`src/rtl/core/first_fit_heap_allocator_unit_assert.svh`:
```
// ---------------------------------------------------------------------------
// Assertion macros for the heap allocator
// Clocked property checks; empty when synthesizing.
// ---------------------------------------------------------------------------
`ifndef FIRST_FIT_HEAP_ALLOCATOR_UNIT_ASSERT_SVH
`define FIRST_FIT_HEAP_ALLOCATOR_UNIT_ASSERT_SVH
`ifndef SYNTHESIS
`define FFHA_ASSERT(lbl, c, r, prop, msg) \
  lbl: assert property (@(posedge c) disable iff (r) prop) else $error(msg);
`define FFHA_NEVER(lbl, c, r, expr, msg) \
  lbl: assert property (@(posedge c) disable iff (r) !(expr)) else $error(msg);
`else
`define FFHA_ASSERT(lbl, c, r, prop, msg)
`define FFHA_NEVER(lbl, c, r, expr, msg)
`endif
`endif

```
`src/rtl/core/ffha_pkg.sv`:
```
// ---------------------------------------------------------------------------
// ffha_pkg
// Types and constants shared by the heap allocator modules.
// ---------------------------------------------------------------------------
`timescale 1ns / 1ps

package ffha_pkg;

  localparam logic OP_ALLOC = 1'b0;
  localparam logic OP_FREE  = 1'b1;

  localparam logic REG_HEAP_BASE = 1'b0;
  localparam logic REG_HEAP_SIZE = 1'b1;

  localparam logic [47:0] HEAP_BASE_RST = 48'd0;
  localparam logic [31:0] HEAP_SIZE_RST = 32'd1048576;

  localparam logic [32:0] ALIGN_LOW  = 33'd7;
  localparam logic [33:0] SPLIT_SLACK = 34'd8;

  typedef enum logic [2:0] {
    ST_OK      = 3'd0,
    ST_OOM     = 3'd1,
    ST_ZERO    = 3'd2,
    ST_INVALID = 3'd3,
    ST_DOUBLE  = 3'd4
  } status_t;

  typedef enum logic [3:0] {
    S_INIT,
    S_IDLE,
    S_CHECK,
    S_SCAN,
    S_HIT,
    S_RDP,
    S_RDN,
    S_NXT,
    S_SHIFT,
    S_WR_A,
    S_WR_B,
    S_DONE
  } ctrl_state_t;

  typedef struct packed {
    logic [31:0] offset;
    logic [31:0] length;
    logic        free;
  } seg_t;

  typedef struct packed {
    logic        opcode;
    logic [31:0] request_size;
    logic [47:0] free_address;
  } in_item_t;

  typedef struct packed {
    logic [47:0] data_address;
    logic [2:0]  status;
    logic [31:0] used_bytes;
    logic [31:0] free_bytes;
  } out_item_t;

endpackage

```
`src/rtl/core/ffha_seg_mem.sv`:
```
// ---------------------------------------------------------------------------
// ffha_seg_mem
// Segment table storage: one write port, one registered read port.
// ---------------------------------------------------------------------------
`timescale 1ns / 1ps

module ffha_seg_mem import ffha_pkg::*; #(
  parameter int DEPTH = 64
) (
  input  logic                     clk,
  input  logic                     we,
  input  logic [$clog2(DEPTH)-1:0] waddr,
  input  seg_t                     wdata,
  input  logic [$clog2(DEPTH)-1:0] raddr,
  output seg_t                     rdata
);

  seg_t mem [DEPTH];

  always_ff @(posedge clk) begin
    if (we) begin
      mem[waddr] <= wdata;
    end
    rdata <= mem[raddr];
  end

endmodule

```
`config.mk`:
```
export PLATFORM = sky130hd
export DESIGN_NAME = ffha_seg_mem
export DESIGN_NICKNAME = d
export VERILOG_FILES = /design/src/rtl/core/first_fit_heap_allocator_unit_assert.svh /design/src/rtl/core/ffha_pkg.sv /design/src/rtl/core/ffha_seg_mem.sv
export SDC_FILE = /design/constraint.sdc
export NUM_CORES = 2
export LEC_CHECK = 0
export ABC_CLOCK_PERIOD_IN_PS = 9400
export BUFFER_PORTS_ARGS = -buffer_cell sky130_fd_sc_hd__buf_2
export CORE_ASPECT_RATIO = 1.2
export CORE_MARGIN = 5
export CORE_UTILIZATION = 58
export DETAILED_ROUTE_END_ITERATION = 10
export PLACE_DENSITY = 0.74
export SKIP_LAST_GASP = 1
export SLEW_MARGIN = 20
export SYNTH_ARGS = -nofsm -noshare
export SYNTH_HDL_FRONTEND = slang
export SYNTH_MEMORY_MAX_BITS = 65536
export SYNTH_SLANG_ARGS = --single-unit
```
`constraint.sdc`:
```
create_clock -name clk -period 9.4 [get_ports clk]
set_input_delay 1.88 -clock clk [delete_from_list [all_inputs] [get_ports clk]]
set_output_delay 1.88 -clock clk [all_outputs]
set_load 0.005 [all_outputs]
```
# Word-level counts from Yosys, hierarchy flattened
# Memories as Yosys holds them, arrays and structs flattened. A register that Yosys moved wholly into a read port is not among the register bits.
# Cells that the tools add are included.
# word_totals
inputBits	79
rom_bits	0
latch_bits	0
n_memories	1
register_bits	0
ramBits	4160
wordCells	3
# memory_table
memory	words	width	rd	rd_clocked_by_memory_dff	write_ports	line_no	source
mem	64	65	1	1	1	ffha_seg_mem.sv:18	seg_t mem [DEPTH];
# classes
div	0
shifts	0
eq_ne	0
n_reduce_logical	0
n_mul	0
bitwise	0
n_mux	2
n_lt_le_gt_ge	0
addsub	0
# ops
op	n
1-bit 2-to-1 mux	2

# Logic depth before layout (Yosys ltp)
# depth
depth_word	2
depth_mapped	9

# Worst setup path after synthesis
# Ideal clock, no wire load.
# synth_path
kind	in2reg
startpoint	input waddr[3]
endpoint	memory mem[48][0] in the netlist's numbering, enable pin
path_stages	4
setup_ns	0.568
path_buffers	1
required_time_ns	8.832
t_arrival_ns	6.819
setup_slack_ns	2.014
cell_sequence	clkbuf_1 > nor2b_1 > nand4b_1 > nor3_1
# synth_rtl
item	line_no	source
from (decl)	ffha_seg_mem.sv:12	input logic [$clog2(DEPTH)-1:0] waddr,
to (decl)	ffha_seg_mem.sv:18	
# No word-level cell before the write port.

==> results.md <==
* Critical path endpoint category: flop
* # port buffers at 143
* DP Cell Count at 10,162
* Synthesized flop and latch total at 4,225
* Clk_skew at 54.81 ps
* Post-CTS setup buffers at 0
* Crit path cell chain: buf_8 > buf_4 > nor2b_4 > buf_4 > a22oi_1 > nand3_1 > o211a_1
* Antenna Violating Nets Remaining at 0
* Worst Max-Slew Pin Slew at 1232 ps
* Max incr delay on CP at 830 ps
* PwrDens at 219.0 nW/um2
* Number of top-level pins at 144
* Area grow syn2layout at 12.05%
* 1st-iter DRT viols at 13,422
* Worst R2R Setup Slack at 7480 ps
* Core footprint at 272,200 um2
* Lkg Pwr at 55.04 nW
* CTS Buf Count at 393
* Clk buf depth at 4
* Final Cycle Share at 50.78%
* Final setup violation count at 0
* Relative slew slack at 17.83%
* Layout cells sized above 1 at 28.13%
* Fin Setup TNS at 0 ps
* RSZ-0062 raised after global routing: false
* Critical path startpoint category: input port
* Die Wd at 487.0 um
* Seq/Total Area, Yosys at 79.72%
* Number of global-route vias before repair at 79,678
* Vias/cell at 7.277
* Worst skew pair latency at 930 ps
* Worst path slowest cell: nor2b_4
* Critical Path RT at 10,250 ps
* Minimum clock period at 4773 ps
* Die area at 283,600 um2
* Max-slew violation count at 0
* Ys Warns at 0
* Avg WL per Cell at 41.38 um
* Final-stage net count at 7,039
* Synthesized area at 158,300 um2
* Netlist cell types at 27
* Post-CTS Hold Fix Bufs at 0
* Cells after synthesis at 6,606
* CTS tree: yes
* # DRC at 0
* Design Power at 38.84 mW
* H-tree depth at 5
* Vias at 79,437
* Largest net degree at the start of global routing at 117
* Synthesized Nets at 6,685
* Sink Count at 4,225
* HPWL after DPL at 229.6 mm
* Initial antenna violation count at 32
* Worst-path fanout max at 75
* First-pass GRT wire length at 629.5 mm
* Syn Area/Cell at 23.97 um2
* Gp weighted congestion at 0.8187
* Number of max-cap violations at 0
* GRT Overall Usage at 31.98%
* Row count at 210
* Gr ovfl total at 0
* Final Hold Viols at 0
* Initial Utilization at 58.16%
* Routed wire length at 451.7 mm
* Clk slew on worst S/H paths at 60 ps
* Clock Tree Root: clkbuf_16
* Setup CP Type: in -> reg
* Finished Layout Cells at 10,916
* Chip height at 582.3 um
* Worst path arrival time at 5630 ps
* Worst hold path class: reg -> reg
* Most used cell, CP: buf_4
* Resized cells post-CTS at 0
* Fmax achieved at 209.5 MHz
* Peak VDD IR at 0.1560 mV
* Router iterations before antenna repair at 6
* Status: finished clean
==> cell type report <==
cell class / instances / area, um2
Multi-Input combinational cell: 2004 / 30760
Timing Repair Buffer: 336 / 2895
Sequential cell: 4225 / 126200
Antenna cell: 22 / 55.05
Fill cell: 16722 / 94800
Clock buffer: 487 / 10540
Clock inverter: 238 / 2431
Tap cell: 3604 / 4509
==> report_power, final <==
group	internal (mW)	switching [mW]	leakage [nW]	total (mW)
sequential	20.9	0.114	38.0	21.0
combinational	0.636	1.13	10.7	1.76
clock	9.16	6.95	6.32	16.1
total	30.7	8.19	55.0	38.8
==> worst paths after layout <==
kind	from	end	cells after the start
worst max-delay path	raddr[2]	rdata[2]	7
worst min register to register	mem[14][37]	rdata[37]	4
worst max register to register	mem[33][0]	rdata[0]	4
worst min-delay path	mem[14][37]	rdata[37]	4
==> stage by stage <==
stage | utilization (%) | cell area, um2 | hold WS [ps] | worst slack [ps]
3_5_place_dp | 60.32 | 164200 | 808.5 | 3880
3_3_place_gp | 60.22 | 163900 | 805.1 | 3920
5_1_grt | 65.17 | 177400 | 869.6 | 4716
4_1_cts | 65.08 | 177200 | 831.7 | 4812
2_1_floorplan | - | 158300 | 779.7 | 2014
6_report | 65.17 | 177400 | 832.7 | 4627
==> state kept, by name, summed over array words and instances (netlist names) <==
signal,cells
mem,4160
rdata,65
==> synthesized netlist by cell type (all sizes together) <==
library cell | instances | area share, %
or2 | 2 | 0.0079
clkbuf | 120 | 0.28
nor3 | 2 | 0.0063
or3 | 3 | 0.012
o22ai | 130 | 0.51
nand2b | 9 | 0.036
nand2 | 8 | 0.019
edfxtp | 4160 | 79
nand4b | 1 | 0.0055
nand3b | 25 | 0.12
mux4 | 1040 | 15
nand3 | 115 | 0.36
nor2b | 9 | 0.036
a22oi | 260 | 1.2
o221ai | 46 | 0.25
or3b | 4 | 0.022
o211a | 65 | 0.41
buf | 257 | 0.92
a211oi | 65 | 0.31
and2 | 3 | 0.012
nand4 | 2 | 0.0079
dfxtp | 65 | 0.82
mux2i | 103 | 0.65
nor2 | 112 | 0.27
==> per-layer routing <==
| layer | wire [um] | GRT usage [%] | part of all wire [%] | vias to the layer above |
|---|---|---|---|---|
| met5 | 135 | 0 | 0.030 | - |
| met4 | 29460 | 16.41 | 6.5 | 22 |
| met3 | 58660 | 7.478 | 13 | 1431 |
| met2 | 218500 | 50.77 | 48 | 6810 |
| met1 | 145000 | 42.16 | 32 | 41754 |
| li1 | - | - | - | 29420 |
==> worst max-delay path: cells and delay by family <==
family,cells,cell delay [ps]
buf+inv,3,2110
compound gates,2,400
simple gates,2,1100
==> cell families (layout without fill, tap and decap cells) <==
group	after synthesis	in the layout	synth area share [%]
compound gates	566	566	2.720
mux	1143	1143	15.44
other cells	0	22	0
flops	4225	4225	79.72
simple gates	295	295	0.9111
buf+inv	377	1061	1.204
==> cells in the final DEF (no fill, tap or decap), drive strengths merged <==
cell	count
mux4	1040
nor2	112
buf	336
and2	3
nor3	2
bufinv	43
clkinvlp	22
o211a	65
nand2b	9
nand4b	1
clkbuf	487
nand2	8
a211oi	65
nand3b	25
o221ai	46
diode	22
o22ai	130
inv	12
a22oi	260
mux2i	103
dfxtp	65
or3	3
nand4	2
or2	2
nor2b	9
nand3	115
clkinv	161
or3b	4
edfxtp	4160
No activity file was read; power rests on OpenSTA's default activity.
