$ cat src/rtl/core/first_fit_heap_allocator_unit_assert.svh
// ---------------------------------------------------------------------------
// Assertion macros for the heap allocator
// Clocked property checks; empty when synthesizing.
// ---------------------------------------------------------------------------
`ifndef FIRST_FIT_HEAP_ALLOCATOR_UNIT_ASSERT_SVH
`define FIRST_FIT_HEAP_ALLOCATOR_UNIT_ASSERT_SVH
`ifndef SYNTHESIS
`define FFHA_ASSERT(lbl, c, r, prop, msg) \
  lbl: assert property (@(posedge c) disable iff (r) prop) else $error(msg);
`define FFHA_NEVER(lbl, c, r, expr, msg) \
  lbl: assert property (@(posedge c) disable iff (r) !(expr)) else $error(msg);
`else
`define FFHA_ASSERT(lbl, c, r, prop, msg)
`define FFHA_NEVER(lbl, c, r, expr, msg)
`endif
`endif

$ cat src/rtl/core/ffha_pkg.sv
// ---------------------------------------------------------------------------
// ffha_pkg
// Types and constants shared by the heap allocator modules.
// ---------------------------------------------------------------------------
`timescale 1ns / 1ps

package ffha_pkg;

  localparam logic OP_ALLOC = 1'b0;
  localparam logic OP_FREE  = 1'b1;

  localparam logic REG_HEAP_BASE = 1'b0;
  localparam logic REG_HEAP_SIZE = 1'b1;

  localparam logic [47:0] HEAP_BASE_RST = 48'd0;
  localparam logic [31:0] HEAP_SIZE_RST = 32'd1048576;

  localparam logic [32:0] ALIGN_LOW  = 33'd7;
  localparam logic [33:0] SPLIT_SLACK = 34'd8;

  typedef enum logic [2:0] {
    ST_OK      = 3'd0,
    ST_OOM     = 3'd1,
    ST_ZERO    = 3'd2,
    ST_INVALID = 3'd3,
    ST_DOUBLE  = 3'd4
  } status_t;

  typedef enum logic [3:0] {
    S_INIT,
    S_IDLE,
    S_CHECK,
    S_SCAN,
    S_HIT,
    S_RDP,
    S_RDN,
    S_NXT,
    S_SHIFT,
    S_WR_A,
    S_WR_B,
    S_DONE
  } ctrl_state_t;

  typedef struct packed {
    logic [31:0] offset;
    logic [31:0] length;
    logic        free;
  } seg_t;

  typedef struct packed {
    logic        opcode;
    logic [31:0] request_size;
    logic [47:0] free_address;
  } in_item_t;

  typedef struct packed {
    logic [47:0] data_address;
    logic [2:0]  status;
    logic [31:0] used_bytes;
    logic [31:0] free_bytes;
  } out_item_t;

endpackage

$ cat src/rtl/core/ffha_ctrl.sv
// ---------------------------------------------------------------------------
// ffha_ctrl
// Sequencer: first-fit scan, split, free with neighbor merge, table shifts.
// ---------------------------------------------------------------------------
`timescale 1ns / 1ps
`include "first_fit_heap_allocator_unit_assert.svh"

module ffha_ctrl import ffha_pkg::*; #(
  parameter int MAX_SEGMENTS = 64,
  parameter int HEADER_BYTES = 24
) (
  input  logic                            clk,
  input  logic                            rst,
  input  logic                            init_req,
  input  logic [47:0]                     heap_base,
  input  logic [31:0]                     heap_len,
  input  logic                            in_valid,
  output logic                            in_ready,
  input  in_item_t                        in_data,
  output logic                            out_valid,
  input  logic                            out_ready,
  output out_item_t                       out_data,
  output logic                            mem_we,
  output logic [$clog2(MAX_SEGMENTS)-1:0] mem_waddr,
  output seg_t                            mem_wdata,
  output logic [$clog2(MAX_SEGMENTS)-1:0] mem_raddr,
  input  seg_t                            mem_rdata
);

  localparam int IW = $clog2(MAX_SEGMENTS);
  localparam int CW = $clog2(MAX_SEGMENTS + 1);
  localparam logic [CW-1:0] MAXC = CW'(MAX_SEGMENTS);
  localparam logic [CW-1:0] ONE  = CW'(1);
  localparam logic [CW-1:0] TWO  = CW'(2);
  localparam logic [31:0]   HDR  = 32'(HEADER_BYTES);

  ctrl_state_t state, state_next;

  logic          op;
  logic          req_zero;
  logic [32:0]   rounded;
  logic [47:0]   faddr;
  logic [31:0]   rel;
  logic [CW-1:0] scan_idx;
  logic          ex_valid;
  logic [CW-1:0] ex_idx;
  logic [CW-1:0] hit_idx;
  seg_t          hit_e;
  seg_t          prev_e;
  logic [CW-1:0] count;
  logic [31:0]   total;
  status_t       status;
  logic [47:0]   addr;
  logic [CW-1:0] sh_rd;
  logic [CW-1:0] sh_left;
  logic          sh_up;
  logic [1:0]    sh_dist;
  logic          rd_pend;
  logic [CW-1:0] rd_dst;
  logic          wa_pend;
  seg_t          wa_e;
  logic [CW-1:0] wa_idx;
  seg_t          wb_e;
  logic [CW-1:0] wb_idx;

  logic [31:0] avail;
  logic [48:0] low_bound;
  logic        below;
  logic [47:0] rel_wide;
  logic        outside;
  logic        scan_issue;
  logic        scan_hit;
  logic        split;
  logic        prev_ok;
  logic        next_ok;
  logic        out_load;

  assign avail      = (heap_len >= HDR) ? heap_len - HDR : 32'd0;
  assign low_bound  = {1'b0, heap_base} + 49'(HDR);
  assign below      = {1'b0, faddr} < low_bound;
  assign rel_wide   = faddr - heap_base - 48'(HDR);
  assign outside    = rel_wide >= {16'd0, heap_len};
  assign scan_issue = scan_idx < count;
  assign scan_hit   = ex_valid && ((op == OP_ALLOC) ?
                      (mem_rdata.free && (mem_rdata.length >= rounded[31:0])) :
                      (mem_rdata.offset == rel));
  assign split      = ({2'b0, hit_e.length} > ({1'b0, rounded} + 34'(HDR) + SPLIT_SLACK))
                      && (count < MAXC);
  assign prev_ok    = (hit_idx != '0) && prev_e.free;
  assign next_ok    = ((hit_idx + ONE) < count) && mem_rdata.free;
  assign out_load   = (state == S_DONE) && (!out_valid || out_ready);

  always_ff @(posedge clk) begin
    if (rst) begin
      state <= S_INIT;
    end else begin
      state <= state_next;
    end
  end

  always_comb begin
    state_next = state;
    in_ready   = 1'b0;
    mem_we     = 1'b0;
    mem_waddr  = '0;
    mem_wdata  = wb_e;
    mem_raddr  = scan_idx[IW-1:0];
    case (state)
      S_INIT: begin
        mem_we     = 1'b1;
        mem_wdata  = '{offset: 32'd0, length: avail, free: 1'b1};
        state_next = S_IDLE;
      end
      S_IDLE: begin
        in_ready = 1'b1;
        if (in_valid) begin
          state_next = S_CHECK;
        end
      end
      S_CHECK: begin
        if (op == OP_ALLOC) begin
          state_next = (req_zero || rounded[32]) ? S_DONE : S_SCAN;
        end else begin
          state_next = ((faddr == '0) || below || outside) ? S_DONE : S_SCAN;
        end
      end
      S_SCAN: begin
        if (scan_hit) begin
          state_next = S_HIT;
        end else if (ex_valid && (ex_idx == count - ONE)) begin
          state_next = S_DONE;
        end
      end
      S_HIT: begin
        if (op == OP_ALLOC) begin
          state_next = split ? S_SHIFT : S_WR_B;
        end else begin
          state_next = hit_e.free ? S_DONE : S_RDP;
        end
      end
      S_RDP: begin
        mem_raddr  = IW'(hit_idx - ONE);
        state_next = S_RDN;
      end
      S_RDN: begin
        mem_raddr  = IW'(hit_idx + ONE);
        state_next = S_NXT;
      end
      S_NXT: begin
        state_next = S_SHIFT;
      end
      S_SHIFT: begin
        mem_raddr = sh_rd[IW-1:0];
        if (rd_pend) begin
          mem_we    = 1'b1;
          mem_waddr = rd_dst[IW-1:0];
          mem_wdata = mem_rdata;
        end
        if ((sh_left == '0) && !rd_pend) begin
          state_next = wa_pend ? S_WR_A : S_WR_B;
        end
      end
      S_WR_A: begin
        mem_we     = 1'b1;
        mem_waddr  = wa_idx[IW-1:0];
        mem_wdata  = wa_e;
        state_next = S_WR_B;
      end
      S_WR_B: begin
        mem_we     = 1'b1;
        mem_waddr  = wb_idx[IW-1:0];
        mem_wdata  = wb_e;
        state_next = S_DONE;
      end
      S_DONE: begin
        if (!out_valid || out_ready) begin
          state_next = S_IDLE;
        end
      end
      default: begin
        state_next = S_INIT;
      end
    endcase
    if (init_req) begin
      state_next = S_INIT;
    end
  end

  always_ff @(posedge clk) begin
    if (rst) begin
      count     <= ONE;
      total     <= '0;
      out_valid <= 1'b0;
      ex_valid  <= 1'b0;
      rd_pend   <= 1'b0;
    end else begin
      if (out_load) begin
        out_valid <= 1'b1;
      end else if (out_ready) begin
        out_valid <= 1'b0;
      end
      case (state)
        S_INIT: begin
          count <= ONE;
          total <= '0;
        end
        S_SCAN: begin
          ex_valid <= scan_issue;
        end
        S_HIT: begin
          if (op == OP_ALLOC) begin
            total <= total + (split ? rounded[31:0] : hit_e.length);
            if (split) begin
              count <= count + ONE;
            end
          end else if (!hit_e.free) begin
            total <= total - hit_e.length;
          end
        end
        S_NXT: begin
          if (prev_ok && next_ok) begin
            count <= count - TWO;
          end else if (prev_ok || next_ok) begin
            count <= count - ONE;
          end
        end
        S_SHIFT: begin
          rd_pend <= sh_left != '0;
        end
        default: begin
          ex_valid <= 1'b0;
        end
      endcase
    end
  end

  always_ff @(posedge clk) begin
    if (out_load) begin
      out_data.data_address <= addr;
      out_data.status       <= status;
      out_data.used_bytes   <= total;
      out_data.free_bytes   <= (avail > total) ? avail - total : 32'd0;
    end
    case (state)
      S_IDLE: begin
        op       <= in_data.opcode;
        req_zero <= in_data.request_size == '0;
        rounded  <= ({1'b0, in_data.request_size} + ALIGN_LOW) & ~ALIGN_LOW;
        faddr    <= in_data.free_address;
        addr     <= '0;
        status   <= ST_OK;
      end
      S_CHECK: begin
        scan_idx <= '0;
        rel      <= rel_wide[31:0];
        if (op == OP_ALLOC) begin
          if (req_zero) begin
            status <= ST_ZERO;
          end else if (rounded[32]) begin
            status <= ST_OOM;
          end
        end else if ((faddr != '0) && (below || outside)) begin
          status <= ST_INVALID;
        end
      end
      S_SCAN: begin
        ex_idx <= scan_idx;
        if (scan_issue) begin
          scan_idx <= scan_idx + ONE;
        end
        if (scan_hit) begin
          hit_idx <= ex_idx;
          hit_e   <= mem_rdata;
        end else if (ex_valid && (ex_idx == count - ONE)) begin
          status <= (op == OP_ALLOC) ? ST_OOM : ST_INVALID;
        end
      end
      S_HIT: begin
        sh_dist <= 2'd1;
        wb_idx  <= hit_idx;
        if (op == OP_ALLOC) begin
          addr    <= heap_base + 48'(hit_e.offset) + 48'(HDR);
          sh_up   <= 1'b1;
          sh_rd   <= count - ONE;
          sh_left <= count - hit_idx - ONE;
          wa_pend <= split;
          wa_idx  <= hit_idx + ONE;
          wa_e    <= '{offset: hit_e.offset + HDR + rounded[31:0],
                       length: hit_e.length - rounded[31:0] - HDR, free: 1'b1};
          wb_e    <= '{offset: hit_e.offset,
                       length: split ? rounded[31:0] : hit_e.length, free: 1'b0};
        end else if (hit_e.free) begin
          status <= ST_DOUBLE;
        end
      end
      S_RDN: begin
        prev_e <= mem_rdata;
      end
      S_NXT: begin
        sh_up   <= 1'b0;
        wa_pend <= 1'b0;
        case ({prev_ok, next_ok})
          2'b10: begin
            wb_e    <= '{offset: prev_e.offset,
                         length: prev_e.length + HDR + hit_e.length, free: 1'b1};
            wb_idx  <= hit_idx - ONE;
            sh_rd   <= hit_idx + ONE;
            sh_left <= count - hit_idx - ONE;
            sh_dist <= 2'd1;
          end
          2'b01: begin
            wb_e    <= '{offset: hit_e.offset,
                         length: hit_e.length + HDR + mem_rdata.length, free: 1'b1};
            wb_idx  <= hit_idx;
            sh_rd   <= hit_idx + TWO;
            sh_left <= count - hit_idx - TWO;
            sh_dist <= 2'd1;
          end
          2'b11: begin
            wb_e    <= '{offset: prev_e.offset,
                         length: prev_e.length + HDR + hit_e.length + HDR + mem_rdata.length,
                         free: 1'b1};
            wb_idx  <= hit_idx - ONE;
            sh_rd   <= hit_idx + TWO;
            sh_left <= count - hit_idx - TWO;
            sh_dist <= 2'd2;
          end
          default: begin
            wb_e    <= '{offset: hit_e.offset, length: hit_e.length, free: 1'b1};
            wb_idx  <= hit_idx;
            sh_left <= '0;
          end
        endcase
      end
      S_SHIFT: begin
        if (sh_left != '0) begin
          sh_left <= sh_left - ONE;
          sh_rd   <= sh_up ? sh_rd - ONE : sh_rd + ONE;
          rd_dst  <= sh_up ? sh_rd + ONE : sh_rd - CW'(sh_dist);
        end
      end
      default: begin
      end
    endcase
  end

  `FFHA_ASSERT(a_count_range, clk, rst, (count != '0) && (count <= MAXC), "segment count out of range")
  `FFHA_ASSERT(a_hit_in_table, clk, rst, (state == S_HIT) |-> (hit_idx < count), "hit beyond table")
  `FFHA_ASSERT(a_done_holds, clk, rst, (state == S_DONE && out_valid && !out_ready) |=> (state == S_DONE), "result overwrote pending beat")
  `FFHA_NEVER(a_fail_addr, clk, rst, (state == S_DONE) && (status != ST_OK) && (addr != '0), "address on failure")

endmodule

$ cat config.mk
export PLATFORM = sky130hd
export DESIGN_NAME = ffha_ctrl
export DESIGN_NICKNAME = d
export VERILOG_FILES = /design/src/rtl/core/ffha_pkg.sv /design/src/rtl/core/ffha_ctrl.sv
export VERILOG_INCLUDE_DIRS = /design/src /design/src/rtl/core
export SDC_FILE = /design/constraint.sdc
export NUM_CORES = 2
export LEC_CHECK = 0
export BUFFER_PORTS_ARGS = -buffer_cell sky130_fd_sc_hd__buf_2
export CAP_MARGIN = 15
export CORE_MARGIN = 2
export CORE_UTILIZATION = 33
export DETAILED_ROUTE_END_ITERATION = 7
export HOLD_SLACK_MARGIN = 0.03
export SETUP_SLACK_MARGIN = 0.05
export SLEW_MARGIN = 20
export SYNTH_ARGS = -nofsm -noshare
export SYNTH_HDL_FRONTEND = slang
export SYNTH_SLANG_ARGS = --single-unit
$ cat constraint.sdc
create_clock -name clk -period 8.8 [get_ports clk]
set_clock_uncertainty 0.1 [all_clocks]
set_input_delay 1.76 -clock clk [delete_from_list [all_inputs] [get_ports clk]]
set_output_delay 1.76 -clock clk [all_outputs]
set_load 0.05 [all_outputs]
# Word-level counts from Yosys, hierarchy flattened
# Index checks and enable logic that the tools add are counted.
# op_classes
n_addsub	36
magnitude_cmp	9
n_eq_ne	34
mux	70
bitwise_logic	1
reduce_logical	52
# ops
operator	count
$pmux 65 s3	2
$add 32x32->32	5
$mux 65	2
$pmux 65 s2	1
$add 32x5->32 const B	4
$mux 32	4
$pmux 48 s2	1
$sub 32x32->32	3
$mux 7	10
$pmux 32 s2	1
$sub 32x5->32 const B	2
$pmux 7 s3	3
$add 48x5->49 const B	1
$lt 48x49->1	1
$add 48x32->48	1
$add 48x5->48 const B	1
$ge 48x32->1	1
$logic_not 48->1	1
$mux 48	1
$pmux 4 s12	1
$reduce_bool 48->1	1
$sub 48x48->48	1
$sub 48x5->48 const B	1
$pmux 7 s2	3
other kinds (56)	150
# totals
ff_bits	640
in_bits	231
out_inout_bits	195

# Depth between registers and ports, before layout
# depth
depth_word	8
mapped_depth	39
depth_no_buf	34

# Least setup slack after synthesis
# No wires, ideal clock.
# synth_path
path_type	input port to flip-flop
startpoint	input out_ready
endpoint	register out_data[0] (netlist name) (enable)
setup_ns	0.602
arrival_ns	6.961
required_ns	8.098
path_slack_ns	1.137
stages	2
path_buffers	0
path_cell_list	nand2b_1 > nor2b_1
# synth_via
elab_chain_len	2
# synth_lines
item	line	text
from (decl)	ffha_ctrl.sv:21	input logic out_ready,
$logic_or 1x1->1	ffha_ctrl.sv:91	assign out_load = (state == S_DONE) && (!out_valid || out_ready);
$logic_and 1x1->1	ffha_ctrl.sv:91	
named net out_load	ffha_ctrl.sv:76	logic out_load;
to (decl)	ffha_ctrl.sv:22	output out_item_t out_data,
# The timed path passes the listed nets, and every way through them passes these cells.
# A chain may end at the register's enable or synchronous reset.

# Final worst setup path
# layout_path
startpoint	register rounded[8]
endpoint	register total[27]
# layout_via
elab_chain_len	8
# layout_lines
item	line	text
from (decl)	ffha_ctrl.sv:41	logic [32:0] rounded;
from (signal assigned)	ffha_ctrl.sv:248	rounded <= ({1'b0, in_data.request_size} + ALIGN_LOW) & ~ALIGN_LOW;
$add 33x5->34	ffha_ctrl.sv:87	assign split = ({2'b0, hit_e.length} > ({1'b0, rounded} + 34'(HDR) + SPLIT_SLACK))
$add 34x4->34	ffha_ctrl.sv:87	
$gt 32x34->1	ffha_ctrl.sv:87	
$logic_and 1x1->1	ffha_ctrl.sv:88	&& (count < MAXC);
$mux 32 (*)	ffha_ctrl.sv:212	total <= total + (split ? rounded[31:0] : hit_e.length);
$add 32x32->32 (*)	ffha_ctrl.sv:212	
$mux 32 (*)	ffha_ctrl.sv:211	if (op == OP_ALLOC) begin
$pmux 32 s2 (*)	ffha_ctrl.sv:202	case (state)
to (signal assigned)	ffha_ctrl.sv:212	
to (signal assigned)	ffha_ctrl.sv:217	total <= total - hit_e.length;
to (decl)	ffha_ctrl.sv:51	logic [31:0] total;
# Mark *: on every way between the ends. The rest lies on a longest branch, timed or not.

==> reports/qor.yml <==
outcome:
  status: "complete, no violations"
clock_tree:
  post_cts_resize_count: 0
  clk_pin_slew_ns: 0.06
  clk-insertion-delay-late_ns: 0.73
  post_cts_buffers: 0
  cts_tree: "built"
  numCtsBuffers: 77
  root_buffer: "clkbuf_16"
  clock_sinks: 639
  cts_hold_buf: 0
  clock_path_buffers: 3
  htree_levels: 3
synth:
  synth-seq-cells: 639
  synth_seq_area_share: 0.364
  synth_top_flop_cell: "edfxtp_1"
  syn_inst: 5507
  synth-warning-count: 0
  synth-edff-count: 593
  synth_cell_types: 102
  synth_area_mm2: 0.0514
  async_flop_share: 0
  synth_nets: 6444
  syn_avg_cell_area_um2: 9.34
global_route:
  grt_usage: 0.241
  gr-total-overflow: 0
  grt_first_pass_wirelength_um: 283000
  grt_pass1_vias: 42400
  antenna_found_initial: 58
  grt_max_degree: 68
cells_and_area:
  area_delta_synth_final_pct: 14.4
  fin_nets: 6867
  final_common_cell: "ha_1"
  final_cell_mix: "ha_1, edfxtp_1, inv_1"
  drive_above_1_share: 0.121
hold_path:
  hp-class: "register to register"
die:
  die_w_um: 399
  die_h_um: 399
  start_util: 0.333
  fp-row-count: 144
  coreArea_mm2: 0.154
  ios: 426
  die_area_mm2: 0.159
timing:
  final-max-slew-violation-count: 0
  period_share: 0.927
  hold_violations: 0
  fmax_mhz: 123
  rsz0062_at_grt: "no"
  tightest_slew_ns: 1.33
  timing.final.ws_setup_ns: 0.643
  holdWs_ns: 0.318
  fin_tns_setup_ns: 0
  setup_viol_count_final: 0
  slew_headroom: 0.103
  min_period_ns: 8.16
power:
  p_per_area_mw_per_mm2: 156
  ir_drop_mv: 0.135
  p_leak_nw: 24.6
setup_path:
  critical_path_required_ns: 9.35
  path_class: "register to register"
  start_kind: "register"
  slowest_stage: "edfxtp_1"
  cp-end-kind: "register"
  max_stage_delay_ns: 0.60
  critPathArrivalTime_ns: 8.70
  path_max_fanout: 14
place:
  gp_congestion: 0.982
  io_buffers: 425
  dp_hpwl_um: 159000
  post-place-ws_ns: 0.766
flow_run:
  maxCapViolations: 0
route:
  first_iter_violations: 5027
  viasPerCell: 5.62
  wl_per_cell_um: 24.5
  routed_wl_um: 198000
  ant_nets: 0
  dr.pass1.iters: 8
  drc: 0
  vias: 45300
-- sequential cells by signal, indices dropped and copies added (netlist names), 30 cells and up --
| register | count |
|---|---|
| total | 32 |
| out_data | 115 |
| faddr | 48 |
| wa_e | 64 |
| rel | 32 |
| hit_e | 65 |
| wb_e | 65 |
| rounded | 30 |
| addr | 48 |
| prev_e | 65 |
-- critical path: cells and delay by family, from the launching register on --
kind                       cells  cell delay, ns
adders and majority gates      2            0.58
xor gates and xnor gates       2            0.31
AOI/OAI and AO/OA             18            3.83
and+or+nand+nor                9            2.02
buffers and inverters          3            0.63
DFF                            1            0.60
-- where the power goes --
part / total (W) / internal [W] / switching, W
combinational: 0.00242 / 0.000811 / 0.00161
sequential: 0.00350 / 0.00342 / 0.0000728
clock: 0.00328 / 0.00182 / 0.00146
total: 0.00920 / 0.00606 / 0.00315
-- per-layer routing --
layer | global-route usage | part of all wire
met5 | 0 | 0.0014
met4 | 0.0947 | 0.037
met3 | 0.0635 | 0.11
met2 | 0.370 | 0.44
met1 | 0.322 | 0.42
-- synthesized netlist by cell type, types with 16 or more instances --
cell / n / area, um2
ha_1: 693 / 8670
edfxtp_1: 593 / 17800
inv_1: 500 / 1880
nor2_1: 433 / 1630
nand2_1: 431 / 1620
a21oi_1: 398 / 1990
xnor2_1: 318 / 2790
o21ai_0: 264 / 1320
nand3_1: 167 / 836
xor2_1: 151 / 1320
nor3_1: 130 / 651
clkbuf_1: 126 / 473
a21o_1: 117 / 878
nand4_1: 74 / 463
a31oi_1: 66 / 413
o21a_1: 66 / 495
and3_1: 62 / 388
nor2b_1: 59 / 369
a211oi_1: 55 / 413
nor4_1: 52 / 325
or3_1: 51 / 319
nand2b_1: 50 / 313
dfxtp_1: 46 / 921
a222oi_1: 40 / 400
o21bai_1: 34 / 255
and2_1: 29 / 181
o211ai_1: 28 / 210
o31ai_1: 28 / 210
a221o_1: 27 / 270
or2_2: 27 / 169
o22ai_1: 26 / 163
and4_1: 20 / 175
a22oi_1: 19 / 143
buf_1: 19 / 71.3
mux2i_1: 18 / 180
a221oi_1: 17 / 149
a21boi_0: 16 / 120
nor3b_1: 16 / 120
o221ai_1: 16 / 140
-- cell type report --
| type | count | area (um2) |
|---|---|---|
| well taps | 2044 | 2560 |
| repair buffers | 503 | 2730 |
| diodes | 27 | 67.6 |
| clock buffers | 93 | 2030 |
| fillers | 15600 | 95600 |
| inverters | 501 | 1880 |
| clock inverters | 47 | 533 |
| flip-flops and latches | 639 | 18700 |
| multi-input cells | 4208 | 30300 |
-- stage by stage --
step / util / std cells / instance area (um2) / total power (W)
global route: 0.381 / 8050 / 58800 / 0.00957
finish: 0.381 / 8062 / 58800 / 0.00920
CTS: 0.381 / 8033 / 58800 / 0.00922
detailed placement: 0.364 / 7893 / 56200 / 0.00593
floorplan: - / 5507 / 51400 / 0.00511
global placement: 0.364 / 7893 / 56200 / 0.00592
-- worst paths after layout --
check,depth (start not counted),startpoint,slack (ns),endpoint
setup / recovery,34,rounded[8]$_DFFE_PP_,0.64,total[27]$_SDFFE_PP0P_
hold / removal,0,addr[29]$_SDFFCE_PN0P_,0.32,out_data[96]$_DFFE_PP_
setup reg to reg,34,rounded[8]$_DFFE_PP_,0.64,total[27]$_SDFFE_PP0P_
hold reg to reg,0,addr[29]$_SDFFCE_PN0P_,0.32,out_data[96]$_DFFE_PP_
-- cells by family after synthesis --
| kind of cell | Yosys count | synth area share |
|---|---|---|
| fa+ha+maj | 706 | 0.174 |
| compound gates | 1347 | 0.171 |
| xor+xnor | 469 | 0.0799 |
| simple gates | 1660 | 0.157 |
| mux | 26 | 0.00569 |
| flops | 639 | 0.364 |
| buf+inv | 660 | 0.0486 |
No activity file was read; power rests on OpenSTA's default activity.
